`config.mk`:
```
export PLATFORM = sky130hd
export DESIGN_NAME = cnrp_ram
export DESIGN_NICKNAME = d
export VERILOG_FILES = /design/src/rtl/core/cnrp_ram.sv
export SDC_FILE = /design/constraint.sdc
export NUM_CORES = 1
export LEC_CHECK = 0
export BUFFER_PORTS_ARGS = -buffer_cell sky130_fd_sc_hd__clkbuf_2
export CAP_MARGIN = 20
export CORE_MARGIN = 3
export CORE_UTILIZATION = 39
export DETAILED_ROUTE_END_ITERATION = 12
export GPL_ROUTABILITY_DRIVEN = 0
export PLACE_DENSITY_LB_ADDON = 0.3
export SLEW_MARGIN = 0
export SYNTH_ARGS = -nofsm -noshare
export SYNTH_HDL_FRONTEND = slang
export SYNTH_SLANG_ARGS = --single-unit
```
`constraint.sdc`:
```
create_clock -name clk -period 6.93 [get_ports clk]
set_clock_uncertainty 0.15 [all_clocks]
set_input_delay 1.0395 -clock clk [delete_from_list [all_inputs] [get_ports clk]]
set_output_delay 1.0395 -clock clk [all_outputs]
set_load 0.01 [all_outputs]
```
`src/rtl/core/cnrp_ram.sv`:
```
// Generic single-write, single-read RAM with registered read data.
// No dependencies.
`timescale 1ns / 1ps
`default_nettype none

module cnrp_ram #(
    parameter int WIDTH = 32,
    parameter int DEPTH = 9
) (
    input  wire                       clk,
    input  wire                       we,
    input  wire [$clog2(DEPTH)-1:0]   waddr,
    input  wire [WIDTH-1:0]           wdata,
    input  wire [$clog2(DEPTH)-1:0]   raddr,
    output logic [WIDTH-1:0]          rdata
);

    logic [WIDTH-1:0] mem [DEPTH];

    // Write port and registered read port
    always_ff @(posedge clk)
    begin
        if (we)
        begin
            mem[waddr] <= wdata;
        end
        rdata <= mem[raddr];
    end

endmodule

`default_nettype wire
```
; Yosys cells after proc, flatten, opt, wreduce, memory -nomap -nowiden
; Memories as Yosys holds them, arrays and structs flattened. A register that Yosys moved wholly into a read port is not among the register bits.
; Cells that the tools add are included.
[word_totals]
inputBits = 42
n_memories = 1
word_cells = 3
output_inout_bits = 32
ram_bits = 288
reg_bits = 0
[memory_table]
columns = memory, words, width, rd, rd_clocked_by_memory_dff, write_ports, line_no
row1 = mem, 9, 32, 1, 1, 1, 18  ; logic [WIDTH-1:0] mem [DEPTH];
[classes]
n_mux = 2
[op_table]
columns = op, n
row1 = two-way mux 1 bit, 2

; Longest topological paths before layout
; Gate-level depths: netlist of run 1.
[logic_depth]
depth_word = 2
depth_mapped = 5
depth_no_buf = 3

; Worst setup path after synthesis of run 1
; Ideal clock, no wire load.
[synth_path]
path_kind = input port to flip-flop
startpoint = in waddr[1]
endpoint = mem mem[8][0], enable pin
n_path_buf = 0
arrival_time_ns = 4.253
setup_ns = 0.505
cell_stages = 1
setup_slack_ns = 2.022
cell_sequence = nor4_1
[synth_lines]
columns = item, line_no
row1 = start: declaration, 12  ; input wire [$clog2(DEPTH)-1:0] waddr,
row2 = end: declaration, 18
; No word-level cell before the write port.

==> metrics.csv, run 1 <==
stage,metric,value,unit
yosys,Cells after Synth,629,
pwr,sw power,0.826,mW
pwr,Logic pwr share,0.049,
pwr,Seq pwr share,0.523,
cts,Longest Clk Path Bufs,3,
global_routing,first-pass GRT wire length,36.2,mm
global_routing,largest net degree at the start of global routing,84,
drt,post-route ant nets,0,
floorplan,die area,0.0326,mm²
cts,clock latency on the worst-skew pair,0.49,ns
final_layout,Final Non-Filler Cells,1133,
place,DPL Wire Length,12.1,mm
critical_path,CP Max Fanout,83,
final_layout,"commonest cells after routing, fill and taps aside","edfxtp_1, clkbuf_2, mux2i_1, mux2_2, clkbuf_16",
final_layout,fin nets,758,
floorplan,die width,181,µm
pwr,Final Power,4.15,mW
global_routing,GRT Overall Usage,0.145,
drt,Via-to-Cell Ratio,5.18,
place,number of I/O port buffers,73,
cts,cts hold-fix bufs,0,
place,placed cells,1070,
sta,setup TNS,0,ns
yosys,top post-synthesis cells by area,"edfxtp_1, mux2_2, dfxtp_1",
drt,WL/cell,21.2,µm
run_status,status,completed,
sta,"Slew Viols, Final",0,
place,pre-CTS setup slack,3.43,ns
cts,CTS Root Cell,clkbuf_16,
pwr,clock share of power,0.428,
global_routing,met2 usage,0.264,
pwr,Worst VDD drop,0.000124,V
cts,Clock Sinks,320,
final_layout,multi-input logic area,0.00249,mm²
critical_path,type of origin of the critical path,input port,
final_layout,fillers,2471,
job,Max-Cap Viols,0,
final_layout,Syn-to-layout area delta,16.5,%
drt,Post-Route WL,24.1,mm
floorplan,row cnt,63,
sta,"Worst Setup Slack, final",3.95,ns
floorplan,Starting Density,0.398,
floorplan,Core ar.,0.0299,mm²
pwr,Pleak,4.79,nW
pwr,Sw Ratio,0.199,
yosys,synthesis-stage register bit count,320,
critical_path,CP arrival,3.18,ns
sta,Peak Freq,335,MHz
cts,TritonCTS clock tree,yes,
cts,CTS Buf Count,34,
cts,clock slew at reported path FFs,0.06,ns
global_routing,vias in the first global route,6199,
global_routing,gr busiest metal,met2,
yosys,syn_nets,671,
final_layout,"commonest non-fill, non-tap cell in the layout",edfxtp_1,
critical_path,Worst EP required,7.13,ns
floorplan,I/O pins,74,
hold_path,HP Class,reg2reg,
global_routing,grt total ovfl,0,
yosys,area share of the largest cell type after synthesis,0.727,
floorplan,Die H,181,µm
final_layout,Layout Utilization,0.464,
sta,RSZ-0062 raised after global routing,false,
yosys,synth warn,0,
drt,initial detailed-routing violation count,408,
pwr,PD cells,299,mW/mm²
yosys,"Seq/Total Area, Yosys",0.781,
pwr,Internal Power,3.32,mW
critical_path,Worst Setup End Kind,register,
global_routing,grt met3 use,0.0240,
yosys,cell taking the most area after synthesis,edfxtp_1,
drt,vias,5868,
cts,H-tree Lvls,2,
final_layout,Reg area,0.00929,mm²
yosys,Mean Syn Cell Area,18.9,µm²
yosys,synth unique cells,20,
global_routing,Global Route met1 Usage,0.177,
drt,drt drc,0,
sta,fin crit share,0.430,
sta,setup violators final,0,
drt,DRT Pass-1 Iters,5,
sta,worst-margin pin slew,1.14,ns
sta,crit path time final,2.98,ns
critical_path,Setup Crit Path Kind,in2reg,
cts,postcts setup bufs,0,
sta,final hold vios,0,
global_routing,initial antenna violation count,2,
final_layout,layout cells sized above 1,0.313,
yosys,synthesized area,0.0119,mm²
cts,post-cts sizing count,0,
sta,Rel. slew slack,0.241,
path summary, 6_finish.rpt:
kind	from	to	slack [ns]	cells after the start
setup / recovery	raddr[0]	rdata[15]	3.95	5
hold / removal	mem[8][3]	rdata[3]	0.29	2
setup reg to reg	mem[7][11]	rdata[11]	5.69	3
hold reg to reg	mem[8][3]	rdata[3]	0.29	2
kinds of logic (layout without fill, tap and decap cells):
group	count (synthesis)	count (layout)	synth area share
flops	320	320	0.781
mux	128	128	0.114
compound gates	96	96	0.0698
simple gates	51	51	0.0181
buf+inv	34	147	0.0167
other cells	0	1	0
final cells by class:
class                   instances  area share
clock inverters                14     0.00849
flip-flops and latches        320       0.671
repair buffers                 85      0.0333
multi-input cells             275       0.179
diodes                          1    0.000181
clock buffers                  48      0.0727
well taps                     390      0.0352
state kept, by name, summed over array words and instances, names as in the netlist:
signal	cells
mem	288
rdata	32
Yosys cell counts:
library cell and instances:
nor2b_1 1, dfxtp_1 32, o22ai_1 32, mux2i_1 64
clkbuf_1 20, mux2_2 63, nor3_1 2, a22o_1 32
buf_4 9, nand3b_1 1, o31ai_1 10, nor4_1 1
nand2_1 35, buf_6 5, nor2_1 7, nand2b_1 3
edfxtp_1 288, or3b_2 1, mux2_1 1, o31ai_2 22
metrics by stage:
step / hold slack, ns / cell area (µm²)
floorplan: 0.268 / 11900
global placement: 0.277 / 12700
detailed placement: 0.288 / 12700
CTS: 0.297 / 13800
global route: 0.314 / 13900
finish: 0.295 / 13900
power groups by stage:
stage                     clock network (mW)  logic, mW  registers [mW]
after CTS                               1.81      0.208            2.17
final                                   1.77      0.204            2.17
after global placement                     0      0.198            2.21
after global routing                    1.90      0.222            2.17
after detailed placement                   0      0.207            2.21
after floorplan                            0      0.117            2.21
per-layer routing:
| layer | part of all wire | vias up |
|---|---|---|
| met3 | 0.038 | 39 |
| met5 | 0.00054 | - |
| met4 | 0.019 | 2 |
| met2 | 0.52 | 122 |
| met1 | 0.42 | 3000 |
| li1 | - | 2705 |
critical path: stages:
cell and delay [ns]:
buf_6 0.66, buf_4 0.71, mux2_2 0.41, o22ai_1 0.21, o31ai_2 0.09
No activity file was read; power rests on OpenSTA's default activity.
==> run 2, diff against run 1 <==
==> constraint.sdc (replaced) <==
create_clock -name clk -period 3 [get_ports clk]
set_clock_uncertainty 0.15 [all_clocks]
set_input_delay 0.45 -clock clk [delete_from_list [all_inputs] [get_ports clk]]
set_output_delay 0.45 -clock clk [all_outputs]
set_load 0.01 [all_outputs]
==> metrics.csv, run 2 (synthesis gave the netlist of run 1 again) <==
stage,metric,value,unit,change
run_status,status,completed,,
sta,Peak Freq,566,MHz,
sta,setup TNS,0,ns,unchanged
global_routing,largest net degree at the start of global routing,51,,-39%
sta,setup violators final,0,,unchanged
final_layout,multi-input logic area,0.00251,mm²,+0.86%
global_routing,vias in the first global route,6313,,+1.8%
cts,Clock Sinks,320,,unchanged
pwr,Final Power,9.11,mW,+120%
final_layout,max FFs per register,288,,unchanged
sta,final hold vios,0,,unchanged
sta,RSZ-0062 raised after global routing,false,,
drt,DRT Pass-1 Iters,4,,-1
pwr,PD cells,658,mW/mm²,+120%
sta,"Slew Viols, Final",0,,unchanged
drt,initial detailed-routing violation count,343,,-16%
sta,fin crit share,0.589,,
place,number of I/O port buffers,73,,unchanged
cts,postcts setup bufs,0,,unchanged
final_layout,cell area after layout,0.0138,mm²,about the same
final_layout,layout cells sized above 1,0.318,,+0.00509
floorplan,Starting Density,0.398,,unchanged
final_layout,fin nets,766,,+1.1%
critical_path,Setup Crit Path Kind,in2reg,,
drt,vias,5908,,+0.68%
critical_path,Worst Setup End Kind,register,,
global_routing,GRT Overall Usage,0.141,,-0.00402
drt,Post-Route WL,23.5,mm,-2.2%
critical_path,CP Max Fanout,32,,-61%
cts,cts hold-fix bufs,0,,unchanged
sta,worst-margin pin slew,1.07,ns,-0.0657 ns
floorplan,I/O pins,74,,unchanged
cts,TritonCTS clock tree,yes,,
global_routing,first-pass GRT wire length,36.4,mm,+0.65%
drt,post-route ant nets,0,,unchanged
floorplan,die area,0.0326,mm²,unchanged
final_layout,antenna cells,0,,-1
cts,H-tree Lvls,1,,-1
cts,CTS Root Cell,clkbuf_16,,
final_layout,largest registers,"mem: 288 flops, rdata: 32 flops",,
pwr,Worst VDD drop,0.000457,V,+270%
final_layout,fillers,2515,,+1.8%
place,DPL Wire Length,13.7,mm,+13%
sta,Rel. slew slack,0.287,,+0.0456
sta,crit path time final,1.77,ns,
critical_path,Worst EP required,3.03,ns,-4.10 ns
cts,Longest Clk Path Bufs,3,,unchanged
cts,clock latency on the worst-skew pair,0.55,ns,+0.06 ns
critical_path,type of origin of the critical path,input port,,
hold_path,HP Class,in2reg,,
cts,post-cts sizing count,0,,unchanged
final_layout,Syn-to-layout area delta,16.4,%,about the same
floorplan,Die H,181,µm,unchanged
floorplan,Core ar.,0.0299,mm²,unchanged
pwr,Pleak,4.79,nW,+0.11%
drt,WL/cell,20.7,µm,-2.7%
floorplan,row cnt,63,,unchanged
global_routing,initial antenna violation count,0,,-2
critical_path,CP arrival,1.79,ns,-1.39 ns
job,Max-Cap Viols,0,,unchanged
drt,drt drc,0,,unchanged
final_layout,"commonest non-fill, non-tap cell in the layout",edfxtp_1,,
final_layout,Biggest register,mem,,
final_layout,"commonest cells after routing, fill and taps aside","edfxtp_1, clkbuf_2, mux2i_1, mux2_2, nand2_1",,
drt,Via-to-Cell Ratio,5.19,,+0.15%
global_routing,grt total ovfl,0,,unchanged
place,placed cell area,0.0129,mm²,+1.3%
floorplan,die width,181,µm,unchanged
cts,clock slew at reported path FFs,0.06,ns,about the same
final_layout,Reg area,0.00929,mm²,unchanged
cts,CTS Buf Count,31,,-8.8%
run 2: cell types whose count changed in the layout (fill, tap and decap cells not counted), moves of 2 or more:
cell / delta
buf_4: +6
nor3_2: -2
buf_12: +5
clkinv_2: +3
nor3_4: +2
clkbuf_1: -3
clkinv_1: +4
clkbuf_16: -6
run 2: critical path, cell delays in order:
cell	delay, ns
clkbuf_2	0.11
or3b_2	0.60
nor2_4	0.13
buf_4	0.47
run 2: final timing paths:
kind	startpoint	endpoint	slack [ns]	cells after the start
max	waddr[2]	mem[1][31]	1.23	4
min	wdata[12]	mem[2][12]	0.05	1
max reg2reg	mem[3][2]	rdata[2]	1.65	3
min reg2reg	mem[8][15]	rdata[15]	0.31	2
run 2: metrics by stage:
step / setup WS [ns] / hold WS [ns] / instances / util
2_1_floorplan: 0.0670 / 0.268 / 629 / -
3_3_place_gp: 0.700 / 0.288 / 1081 / 0.432
3_5_place_dp: 0.664 / 0.290 / 1081 / 0.432
4_1_cts: 1.23 / 0.0253 / 1139 / 0.463
5_1_grt: 1.16 / 0.0290 / 1139 / 0.463
6_report: 1.23 / 0.0463 / 1139 / 0.463
run 2: per-layer routing:
| layer | share of wire | GRT usage |
|---|---|---|
| met3 | 0.036 | 0.0210 |
| met1 | 0.44 | 0.185 |
| met4 | 0.021 | 0.0322 |
| met5 | 0 | 0 |
| met2 | 0.51 | 0.248 |
run 2: where the power goes:
part	switching, mW	leakage [nW]	internal, mW
registers	0.0279	2.87	4.97
clock network	1.57	0.470	2.04
logic	0.301	1.45	0.197
total	1.90	4.79	7.21
run 2: area by class of cell:
| cell class | instances | area share |
|---|---|---|
| flip-flops and latches | 320 | 0.671 |
| multi-input cells | 275 | 0.181 |
| well taps | 390 | 0.0353 |
| clock inverters | 20 | 0.00859 |
| repair buffers | 96 | 0.0438 |
| clock buffers | 38 | 0.0601 |
==> run 3, diff against run 2 <==
==> constraint.sdc (replaced) <==
create_clock -name clk -period 1.75 [get_ports clk]
set_clock_uncertainty 0.15 [all_clocks]
set_input_delay 0.2625 -clock clk [delete_from_list [all_inputs] [get_ports clk]]
set_output_delay 0.2625 -clock clk [all_outputs]
set_load 0.01 [all_outputs]
==> metrics.csv, run 3 (synthesis gave the netlist of run 1 again) <==
stage,metric,value,unit,change
floorplan,I/O pins,74,,unchanged
job,Max-Cap Viols,0,,unchanged
final_layout,fin nets,811,,+5.9%
final_layout,Biggest register,mem,,
floorplan,Core ar.,0.0299,mm²,unchanged
sta,final hold vios,0,,unchanged
cts,CTS Buf Count,34,,+9.7%
place,number of I/O port buffers,73,,unchanged
cts,post-cts sizing count,0,,unchanged
pwr,PD cells,1120,mW/mm²,+71%
cts,Clock Sinks,320,,unchanged
sta,Peak Freq,720,MHz,
global_routing,vias in the first global route,6379,,+1.0%
drt,DRT Pass-1 Iters,4,,unchanged
critical_path,Bufs and invs on worst path,1,,-1
floorplan,die width,181,µm,unchanged
sta,RSZ-0062 raised after global routing,false,,
global_routing,largest net degree at the start of global routing,65,,+27%
place,DPL Wire Length,14.2,mm,+4.0%
critical_path,Setup Crit Path Kind,reg2out,,
final_layout,fillers,2434,,-3.2%
final_layout,antenna cells,0,,unchanged
global_routing,first-pass GRT wire length,36.2,mm,-0.66%
cts,clock slew at reported path FFs,0.06,ns,about the same
sta,crit path time final,1.39,ns,
critical_path,worst r2r path cells,3,,unchanged
sta,setup violators final,0,,unchanged
global_routing,initial antenna violation count,0,,unchanged
drt,drt drc,0,,unchanged
floorplan,Starting Density,0.398,,unchanged
drt,vias,5969,,+1.0%
critical_path,CP peak stage delay,0.34,ns,-0.26 ns
cts,postcts setup bufs,0,,unchanged
critical_path,Slowest cell on crit path,dfxtp_1,,
sta,setup TNS,0,ns,unchanged
cts,CTS Root Cell,clkbuf_16,,
floorplan,Die H,181,µm,unchanged
sta,Rel. slew slack,0.760,,+0.474
place,pre-CTS setup slack,-0.0333,ns,-0.698 ns
drt,Via-to-Cell Ratio,5.04,,-2.8%
drt,post-route ant nets,0,,unchanged
cts,cts hold-fix bufs,32,,+32
cts,Longest Clk Path Bufs,3,,unchanged
critical_path,Worst Setup End Kind,primary output,,
critical_path,CP arrival,0.98,ns,-0.81 ns
final_layout,max FFs per register,288,,unchanged
critical_path,CP Cell Sequence,clkbuf_2,,
final_layout,"commonest cells after routing, fill and taps aside","edfxtp_1, clkbuf_2, mux2i_1, mux2_2",,
critical_path,critical path depth,1,,-3
run_status,status,completed,,
drt,Post-Route WL,23.2,mm,-1.5%
sta,Hold WS,0.152,ns,+0.105 ns
pwr,Worst VDD drop,0.000639,V,+40%
drt,WL/cell,19.6,µm,-5.2%
sta,"Slew Viols, Final",0,,unchanged
critical_path,Worst path top cell family by delay,flip-flops,,
hold_path,hold path depth,4,,+3
final_layout,largest registers,"mem: 288 flops, rdata: 32 flops",,
sta,"Worst Setup Slack, final",0.361,ns,-0.873 ns
floorplan,die area,0.0326,mm²,unchanged
critical_path,type of origin of the critical path,register,,
sta,fin crit share,0.794,,
final_layout,layout cells sized above 1,0.315,,-0.00290
final_layout,"commonest non-fill, non-tap cell in the layout",edfxtp_1,,
pwr,Pleak,5.09,nW,+6.2%
floorplan,row cnt,63,,unchanged
global_routing,GRT Overall Usage,0.141,,+0.000373
global_routing,grt total ovfl,0,,unchanged
critical_path,Worst EP required,1.34,ns,-1.69 ns
hold_path,HP Class,in2reg,,
sta,worst-margin pin slew,0.360,ns,-0.710 ns
cts,clock latency on the worst-skew pair,0.50,ns,-0.05 ns
drt,initial detailed-routing violation count,227,,-34%
final_layout,Syn-to-layout area delta,22.3,%,
cts,H-tree Lvls,2,,+1
critical_path,CP Max Fanout,1,,-97%
cts,TritonCTS clock tree,yes,,
-- run 3: layout make-up --
| class | instances | area, µm² | share of cell area |
|---|---|---|---|
| tap | 390 | 488 | 0.0335 |
| multi-input combinational | 275 | 2510 | 0.172 |
| timing repair buffer | 138 | 1200 | 0.0826 |
| clock inverter | 12 | 115 | 0.00791 |
| sequential | 320 | 9290 | 0.638 |
| clock buffer | 49 | 948 | 0.0652 |
-- run 3: where the power goes --
part / switching [mW] / internal (mW) / leakage [nW]
Clock: 2.75 / 4.08 / 0.524
Combinational: 0.525 / 0.415 / 1.69
Sequential: 0.0486 / 8.53 / 2.87
Total: 3.32 / 13.0 / 5.09
-- run 3: routing by layer --
layer,routed length [µm],GRT usage
met4,466,0.0445
met1,10000,0.178
met5,0,0
met2,12000,0.246
met3,766,0.0291
-- run 3: final timing paths --
path | start | to | slack [ns]
max | rdata[15] | rdata[15] | 0.36
min | raddr[3] | rdata[31] | 0.15
max reg2reg | mem[6][15] | rdata[15] | 0.54
min reg2reg | mem[8][31] | rdata[31] | 0.30
-- run 3: through the flow --
stage / instances / util / power [mW] / instance area [µm²]
floorplan: 629 / - / 9.24 / 12000
global placement: 1091 / 0.441 / 9.61 / 13200
finish: 1184 / 0.487 / 16.3 / 14600
detailed placement: 1091 / 0.441 / 9.64 / 13200
global route: 1184 / 0.487 / 17.0 / 14600
CTS: 1184 / 0.487 / 16.5 / 14600
